**src/sstc_pkg.sv**
```systemverilog
// Shared types, constants and the arctangent table for the sensor skew unit.
// No dependencies; every other file refers to it by scoped names.
`default_nettype none

package sstc_pkg;

   localparam int DIST_W        = 16;
   localparam int CFG_W         = 16;
   localparam int XY_W          = DIST_W + 20;
   localparam int Z_W           = 25;
   localparam int ANGLE_W       = 16;
   localparam int COUNT_W       = 15;
   localparam int ATAN_ENTRIES  = 24;
   localparam int CORDIC_STAGES = 16;
   localparam int FRAC_SHIFT    = 16;
   localparam int ROUND_SHIFT   = 8;
   localparam int PADDR_W       = 3;
   localparam int PDATA_W       = 32;

   localparam logic [CFG_W-1:0] SPACING_RESET = 16'd300;
   localparam logic [CFG_W-1:0] STEPS_RESET   = 16'd2844;

   localparam logic signed [ANGLE_W-1:0] ANGLE_LIMIT = 16'sd23040;

   // Register select: byte address bit 2 picks the register.
   localparam logic REG_SPACING = 1'b0;
   localparam logic REG_STEPS   = 1'b1;

   // atan(2^-i) in degrees, scaled by 2^16.
   localparam logic signed [Z_W-1:0] ATAN_TABLE [ATAN_ENTRIES] = '{
      25'sd2949120, 25'sd1740967, 25'sd919879, 25'sd466945,
      25'sd234379,  25'sd117304,  25'sd58666,  25'sd29335,
      25'sd14668,   25'sd7334,    25'sd3667,   25'sd1833,
      25'sd917,     25'sd458,     25'sd229,    25'sd115,
      25'sd57,      25'sd29,      25'sd14,     25'sd7,
      25'sd4,       25'sd2,       25'sd1,      25'sd0
   };

   typedef struct packed {
      logic [DIST_W-1:0] first_distance;
      logic [DIST_W-1:0] second_distance;
   } req_type;

   typedef struct packed {
      logic signed [ANGLE_W-1:0] skew_angle;
      logic [COUNT_W-1:0]        turn_count;
      logic                      clockwise;
   } rsp_type;

   typedef struct packed {
      logic d_zero;
      logic d_pos;
      logic sp_zero;
   } flag_type;

   typedef struct packed {
      logic signed [XY_W-1:0] x;
      logic signed [XY_W-1:0] y;
      logic signed [Z_W-1:0]  z;
      flag_type               flags;
   } cordic_type;

endpackage

`default_nettype wire

```
**src/sstc_prep.sv**
```systemverilog
// Front stage: difference of the two readings and CORDIC start vector.
// Depends on sstc_pkg.
`default_nettype none

module sstc_prep (
   input  wire logic                          clock,
   input  wire logic                          reset,
   input  wire logic                          load,
   input  wire sstc_pkg::req_type             req_data,
   input  wire logic [sstc_pkg::CFG_W-1:0]    spacing,
   output logic                               valid_ff,
   output sstc_pkg::cordic_type               stage_ff
);

   logic signed [sstc_pkg::DIST_W:0]   diff;
   logic signed [sstc_pkg::XY_W-1:0]   y_wide;
   sstc_pkg::cordic_type               stage_in;

   always_comb begin
      diff   = $signed({1'b0, req_data.first_distance})
             - $signed({1'b0, req_data.second_distance});
      y_wide = sstc_pkg::XY_W'(diff);
      stage_in.x = $signed(sstc_pkg::XY_W'(spacing)) <<< sstc_pkg::FRAC_SHIFT;
      stage_in.y = y_wide <<< sstc_pkg::FRAC_SHIFT;
      stage_in.z = '0;
      stage_in.flags.d_zero  = (diff == '0);
      stage_in.flags.d_pos   = (diff > 0);
      stage_in.flags.sp_zero = (spacing == '0);
   end

   always_ff @(posedge clock) begin
      if (reset) begin
         valid_ff <= 1'b0;
      end else begin
         valid_ff <= load;
      end
   end

   always_ff @(posedge clock) begin
      stage_ff <= stage_in;
   end

endmodule

`default_nettype wire

```
**src/sstc_cell.sv**
```systemverilog
// One CORDIC vectoring rotation with its pipeline register.
// Depends on sstc_pkg.
`default_nettype none

module sstc_cell #(
   parameter int STAGE = 0
) (
   input  wire logic                  clock,
   input  wire logic                  reset,
   input  wire logic                  valid_prev,
   input  wire sstc_pkg::cordic_type  stage_prev,
   output logic                       valid_ff,
   output sstc_pkg::cordic_type       stage_ff
);

   logic signed [sstc_pkg::XY_W-1:0] x_cur;
   logic signed [sstc_pkg::XY_W-1:0] y_cur;
   logic signed [sstc_pkg::XY_W-1:0] xs;
   logic signed [sstc_pkg::XY_W-1:0] ys;
   sstc_pkg::cordic_type             stage_in;

   always_comb begin
      x_cur = stage_prev.x;
      y_cur = stage_prev.y;
      xs    = x_cur >>> STAGE;
      ys    = y_cur >>> STAGE;
      stage_in.flags = stage_prev.flags;
      // Rotate toward y = 0.
      if (y_cur > 0) begin
         stage_in.x = x_cur + ys;
         stage_in.y = y_cur - xs;
         stage_in.z = stage_prev.z + sstc_pkg::ATAN_TABLE[STAGE];
      end else begin
         stage_in.x = x_cur - ys;
         stage_in.y = y_cur + xs;
         stage_in.z = stage_prev.z - sstc_pkg::ATAN_TABLE[STAGE];
      end
   end

   always_ff @(posedge clock) begin
      if (reset) begin
         valid_ff <= 1'b0;
      end else begin
         valid_ff <= valid_prev;
      end
   end

   always_ff @(posedge clock) begin
      stage_ff <= stage_in;
   end

endmodule

`default_nettype wire

```
**src/sstc_post.sv**
```systemverilog
// Back end: round and clamp the angle, then scale its magnitude to a turn count.
// Depends on sstc_pkg.
`default_nettype none

module sstc_post (
   input  wire logic                        clock,
   input  wire logic                        reset,
   input  wire logic                        valid_prev,
   input  wire sstc_pkg::cordic_type        stage_prev,
   input  wire logic [sstc_pkg::CFG_W-1:0]  steps,
   output logic                             rsp_valid_ff,
   output sstc_pkg::rsp_type                rsp_ff
);

   localparam int RND_W = sstc_pkg::Z_W - sstc_pkg::ROUND_SHIFT;
   localparam int PROD_W = sstc_pkg::COUNT_W + sstc_pkg::CFG_W;

   logic signed [sstc_pkg::Z_W-1:0]     z_sum;
   logic signed [sstc_pkg::Z_W-1:0]     z_shift;
   logic signed [RND_W-1:0]             z_rnd;
   logic signed [sstc_pkg::ANGLE_W-1:0] angle_in;
   logic signed [sstc_pkg::ANGLE_W-1:0] angle_ff;
   logic                                angle_valid_ff;
   logic [sstc_pkg::ANGLE_W-1:0]        mag_full;
   logic [sstc_pkg::COUNT_W-1:0]        mag;
   logic [PROD_W-1:0]                   prod;
   sstc_pkg::rsp_type                   rsp_in;

   always_comb begin
      z_sum   = stage_prev.z + sstc_pkg::Z_W'(128);
      z_shift = z_sum >>> sstc_pkg::ROUND_SHIFT;
      z_rnd   = z_shift[RND_W-1:0];
      if (stage_prev.flags.d_zero) begin
         angle_in = '0;
      end else if (stage_prev.flags.sp_zero) begin
         angle_in = stage_prev.flags.d_pos ? sstc_pkg::ANGLE_LIMIT : -sstc_pkg::ANGLE_LIMIT;
      end else if (z_rnd > sstc_pkg::ANGLE_LIMIT) begin
         angle_in = sstc_pkg::ANGLE_LIMIT;
      end else if (z_rnd < -sstc_pkg::ANGLE_LIMIT) begin
         angle_in = -sstc_pkg::ANGLE_LIMIT;
      end else begin
         angle_in = z_rnd[sstc_pkg::ANGLE_W-1:0];
      end
   end

   always_comb begin
      mag_full = angle_ff[sstc_pkg::ANGLE_W-1] ? -angle_ff : angle_ff;
      mag      = mag_full[sstc_pkg::COUNT_W-1:0];
      prod     = mag * steps;
      rsp_in.skew_angle = angle_ff;
      rsp_in.turn_count = prod[PROD_W-1:sstc_pkg::CFG_W];
      rsp_in.clockwise  = (angle_ff > 0);
   end

   always_ff @(posedge clock) begin
      if (reset) begin
         angle_valid_ff <= 1'b0;
         rsp_valid_ff   <= 1'b0;
      end else begin
         angle_valid_ff <= valid_prev;
         rsp_valid_ff   <= angle_valid_ff;
      end
   end

   always_ff @(posedge clock) begin
      angle_ff <= angle_in;
      rsp_ff   <= rsp_in;
   end

endmodule

`default_nettype wire

```
**src/sensor_skew_to_turn_command_unit.sv**
```systemverilog
// Top level of the sensor skew to turn command unit.
// Depends on sstc_pkg, sstc_prep, sstc_cell and sstc_post.
`default_nettype none

// Takes a pair of distance readings each cycle and returns the skew angle
// atan((first - second) / spacing) in signed Q7.8 degrees, the turn count
// |angle| * steps_per_degree (Q8.8) truncated, and a clockwise flag that is
// set only for a strictly positive angle. The unit is a fully pipelined
// CORDIC: one beat enters every cycle (busy never rises). The edge that
// takes start also loads the front stage; each beat then passes through
// CORDIC_STAGES + 3 registers in all (one front stage, one cell per CORDIC
// rotation, two back-end stages for rounding and the multiply) before its
// result appears on the rsp_ ports, marked by rsp_valid.
// The result is shown for one cycle only; the receiver cannot stall it, so
// it must take every beat. Write the two APB registers only while no beat
// is in flight: spacing at byte address 0, steps per degree at address 4.

module sensor_skew_to_turn_command_unit #(
   parameter int CORDIC_STAGES = sstc_pkg::CORDIC_STAGES
) (
   input  wire logic                              clock,
   input  wire logic                              reset,
   // Input channel
   input  wire logic                              start,
   output logic                                   busy,
   input  wire sstc_pkg::req_type                 req_data,
   // Result channel
   output logic                                   rsp_valid,
   output sstc_pkg::rsp_type                      rsp_data,
   // APB configuration port
   input  wire logic                              psel,
   input  wire logic                              penable,
   input  wire logic                              pwrite,
   input  wire logic [sstc_pkg::PADDR_W-1:0]      paddr,
   input  wire logic [sstc_pkg::PDATA_W-1:0]      pwdata,
   output logic [sstc_pkg::PDATA_W-1:0]           prdata,
   output logic                                   pready
);

   logic [sstc_pkg::CFG_W-1:0] spacing_ff;
   logic [sstc_pkg::CFG_W-1:0] steps_ff;
   logic                       csr_write;
   logic                       load;

   // Pipeline links: entry 0 is the front stage, entry N the last cell.
   logic                 link_valid [CORDIC_STAGES+1];
   sstc_pkg::cordic_type link_stage [CORDIC_STAGES+1];

   // The pipeline never stalls, so a beat is taken whenever start is high.
   assign busy   = 1'b0;
   assign load   = start & ~busy;
   assign pready = 1'b1;

   // Register file: decode on address bit 2, keep the low 16 bits of data.
   assign csr_write = psel & penable & pwrite & pready;

   always_ff @(posedge clock) begin
      if (reset) begin
         spacing_ff <= sstc_pkg::SPACING_RESET;
         steps_ff   <= sstc_pkg::STEPS_RESET;
      end else if (csr_write) begin
         case (paddr[2])
            sstc_pkg::REG_SPACING: spacing_ff <= pwdata[sstc_pkg::CFG_W-1:0];
            sstc_pkg::REG_STEPS:   steps_ff   <= pwdata[sstc_pkg::CFG_W-1:0];
            default: ;
         endcase
      end
   end

   always_comb begin
      case (paddr[2])
         sstc_pkg::REG_SPACING: prdata = sstc_pkg::PDATA_W'(spacing_ff);
         sstc_pkg::REG_STEPS:   prdata = sstc_pkg::PDATA_W'(steps_ff);
         default:               prdata = '0;
      endcase
   end

   // Front stage: difference and start vector (x = spacing, y = difference).
   sstc_prep u_prep (
      .clock    (clock),
      .reset    (reset),
      .load     (load),
      .req_data (req_data),
      .spacing  (spacing_ff),
      .valid_ff (link_valid[0]),
      .stage_ff (link_stage[0])
   );

   // Row of rotation cells; each hands its vector to the next every cycle.
   for (genvar i = 0; i < CORDIC_STAGES; i++) begin : g_cell
      sstc_cell #(
         .STAGE (i)
      ) u_cell (
         .clock      (clock),
         .reset      (reset),
         .valid_prev (link_valid[i]),
         .stage_prev (link_stage[i]),
         .valid_ff   (link_valid[i+1]),
         .stage_ff   (link_stage[i+1])
      );
   end

   // Back end: round, clamp, apply special cases, then scale to a turn count.
   sstc_post u_post (
      .clock        (clock),
      .reset        (reset),
      .valid_prev   (link_valid[CORDIC_STAGES]),
      .stage_prev   (link_stage[CORDIC_STAGES]),
      .steps        (steps_ff),
      .rsp_valid_ff (rsp_valid),
      .rsp_ff       (rsp_data)
   );

endmodule

`default_nettype wire

```
**config.mk**
```make
export PLATFORM = sky130hd
export DESIGN_NAME = sensor_skew_to_turn_command_unit
export DESIGN_NICKNAME = d
export VERILOG_FILES = /design/src/sstc_pkg.sv /design/src/sstc_prep.sv /design/src/sstc_cell.sv /design/src/sstc_post.sv /design/src/sensor_skew_to_turn_command_unit.sv
export SDC_FILE = /design/constraint.sdc
export NUM_CORES = 2
export LEC_CHECK = 0
export BUFFER_PORTS_ARGS = -buffer_cell sky130_fd_sc_hd__buf_4
export CAP_MARGIN = 20
export CORE_MARGIN = 4
export CORE_UTILIZATION = 45
export CTS_CLUSTER_DIAMETER = 80
export DETAILED_ROUTE_END_ITERATION = 12
export PLACE_DENSITY = 0.57
export SYNTH_ARGS = -nofsm -noshare
export SYNTH_HDL_FRONTEND = slang
export SYNTH_SLANG_ARGS = --single-unit
```
**constraint.sdc**
```tcl
create_clock -name clock -period 20.2 [get_ports clock]
set_clock_uncertainty 0.15 [all_clocks]
set_input_delay 2.02 -clock clock [delete_from_list [all_inputs] [get_ports clock]]
set_output_delay 2.02 -clock clock [all_outputs]
set_load 0.01 [all_outputs]
```
==> impl_metrics.json <==
{
  "fmaxAchievable_ghz": 0.112,
  "grt_pass1_wl_mm": 468,
  "worst_hold_path_type": "reg -> reg",
  "finalWeightedCongestion": 0.964,
  "antenna_viol_nets_final": 0,
  "synthCells": 12500,
  "area.growth.synth_to_final_pct": 9.44,
  "cts_resized": 0,
  "grt_overflow_total": 0,
  "avg_inst_size_synth_um2": 8.56,
  "path_clk_slew_ns": 0.06,
  "critPathMostFrequentCell": "fa_1",
  "core_area_um2": 235000,
  "setup.worst_path.end_class": "flip-flop",
  "largest_cells_by_area_after_synthesis": "dfxtp_1 (27%), ha_1 (16%), xnor2_1 (9.3%)",
  "cts_tree": "built",
  "clockBufferDepth": 3,
  "layout.nets": 14200,
  "postSynth.topFlopCell": "dfxtp_1",
  "worst_margin_slew_ns": 1.10,
  "status": "finished clean",
  "finalCritPeriodShare": 0.443,
  "most-common-layout-cells": "dfxtp_1 (1423), ha_1 (1322), xnor2_1 (1131)",
  "synth_edf_count": 0,
  "final-hold-violation-count": 0,
  "critPathLaunchType": "flip-flop",
  "slew_violations": 0,
  "ys_seq_elements": 1423,
  "detail_route.wl_per_cell_um": 18.7,
  "period_minus_slack_ns": 8.95,
  "port-buffer-count": 103,
  "relSlewSlack": 0.267,
  "buffers_inserted_by_post_cts_timing_repair": 0,
  "initial_utilization": 0.453,
  "pin_count": 140,
  "design.die.area_um2": 245000,
  "yosysWarningCount": 0,
  "path_max_fanout": 19,
  "via_count": 88000,
  "synth_area_leader_cell": "dfxtp_1",
  "layout.cells.most_common": "dfxtp_1",
  "clock_tree.htree_level_count": 4,
  "drv.max_cap_violation_count": 0,
  "yosysUniqueCellTypes": 99,
  "hold_buffers": 0,
  "fillCellCount": 22500,
  "drt_first_pass_iters": 7,
  "die_width_um": 495,
  "timing.setup.tns_ns": 0,
  "share_of_synthesized_area_occupied_by_flip_flops_and_latches": 0.267,
  "postSynth.asyncResetShare": 0,
  "worst_ep_arrival_time_ns": 9.52,
  "drt_first_iter_violations": 5259,
  "cts_root_buffer": "clkbuf_16",
  "floorplan.rows": 178,
  "drive_gt1_frac": 0.0468,
  "synthDominantCellAreaShare": 0.267,
  "inserted_clock_buffers": 164,
  "grt_max_degree": 52,
  "combined_area_of_all_synthesized_cells_um2": 107000,
  "crit_required_ns": 20.78,
  "grt_setup_unrepaired": "false",
  "worst-setup-path-type": "reg -> reg",
  "critical-path-max-stage-delay_ns": 0.70,
  "area_taken_by_multi_input_logic_gates_um2": 74800,
  "totalWireLength_mm": 297,
  "setup_viol": 0,
  "cp_slowest_cell": "o31ai_1",
  "first_global_vias": 86200,
  "number_of_antenna_violations_at_the_first_check_in_global_routing": 7,
  "clkSinkCount": 1423,
  "die_h_um": 495,
  "drt-vias-per-instance": 5.54,
  "drc": 0,
  "grt_util_all_layers": 0.235,
  "post-dp-hpwl_mm": 243,
  "seqCellArea_um2": 28500,
  "skew_pair_late_insertion_delay_ns": 0.82
}
-- worst max-delay path, delay by kind of cell (launching register included) --
family	cells	cell delay [ns]
AO/OA/AOI/OAI	9	2.43
buffers and inverters	5	0.29
adder cells (fa/ha/maj)	7	3.43
flip-flops	1	0.58
XOR/XNOR	2	0.59
AND/OR/NAND/NOR	4	1.37
-- state kept, by name (all words and copies together), names as in the netlist --
name / flops
g_cell.u_cell.stage_ff: 1288
u_post.rsp_valid_ff: 1
u_post.rsp_ff: 32
u_prep.stage_ff: 36
g_cell.u_cell.valid_ff: 16
u_post.angle_ff: 16
spacing_ff: 16
u_post.angle_valid_ff: 1
steps_ff: 16
u_prep.valid_ff: 1
-- layout make-up --
type | count | share of cell area
multi-input combinational | 10100 | 0.641
clock buffer | 212 | 0.0390
antenna | 7 | 0.000150
inverter | 702 | 0.0226
timing repair buffer | 159 | 0.0101
sequential | 1423 | 0.244
clock inverter | 91 | 0.00952
tap | 3150 | 0.0338
-- cell usage after synthesis (102+ instances only) --
| cell | instances |
|---|---|
| a21oi_1 | 1043 |
| clkbuf_1 | 177 |
| and2_1 | 141 |
| ha_1 | 1322 |
| nand3_1 | 257 |
| inv_1 | 697 |
| nor2b_1 | 215 |
| xnor2_1 | 1133 |
| nor4_1 | 114 |
| dfxtp_1 | 1423 |
| nand2b_1 | 197 |
| and3_1 | 122 |
| or3_1 | 115 |
| o21a_1 | 147 |
| a21o_1 | 496 |
| o31ai_1 | 173 |
| o21ai_0 | 647 |
| nor3_1 | 316 |
| xor2_1 | 550 |
| o21bai_1 | 171 |
| nand2_1 | 854 |
| fa_1 | 216 |
| nor2_1 | 894 |
| a31oi_1 | 102 |
-- stage by stage --
| step | cells | utilization | cell area [um^2] | worst slack (ns) | hold slack, ns |
|---|---|---|---|---|---|
| floorplan | 12500 | - | 107000 | 12.56 | 0.160 |
| global placement | 15600 | 0.472 | 111000 | 11.26 | 0.161 |
| detailed placement | 15600 | 0.472 | 111000 | 11.31 | 0.162 |
| CTS | 15900 | 0.496 | 117000 | 11.20 | 0.173 |
| global route | 15900 | 0.496 | 117000 | 10.77 | 0.179 |
| finish | 15900 | 0.496 | 117000 | 11.25 | 0.172 |
-- layer usage --
layer  global-route usage  share of wire  wire length, um
met3               0.0247          0.032             9660
met4               0.0878          0.038            11200
met5                    0       0.000050               15
met1                0.294           0.44           131000
met2                0.416           0.49           145000
-- final timing paths --
check	cells after the start	end	slack, ns	from
setup / recovery	27	u_post.rsp_ff[14]	11.25	u_post.angle_ff[0]
hold / removal	0	g_cell[1].u_cell.stage_ff[0]	0.17	g_cell[0].u_cell.stage_ff[0]
setup reg to reg	27	u_post.rsp_ff[14]	11.25	u_post.angle_ff[0]
hold reg to reg	0	g_cell[1].u_cell.stage_ff[0]	0.17	g_cell[0].u_cell.stage_ff[0]
-- cell families (layout without fill, tap and decap cells) --
family,after synthesis,after routing,share of synthesized area
and+or+nand+nor,3510,3510,0.162
AOI/OAI and AO/OA,3337,3337,0.199
xor gates and xnor gates,1683,1683,0.138
adders and majority gates,1539,1539,0.196
DFF,1423,1423,0.267
buffers and inverters,917,1164,0.0330
muxes,45,45,0.00466
other,2,25,0.0000704
Power is not shown: default switching activity piles up to over one toggle a cycle in this logic, so the estimate is an artifact.
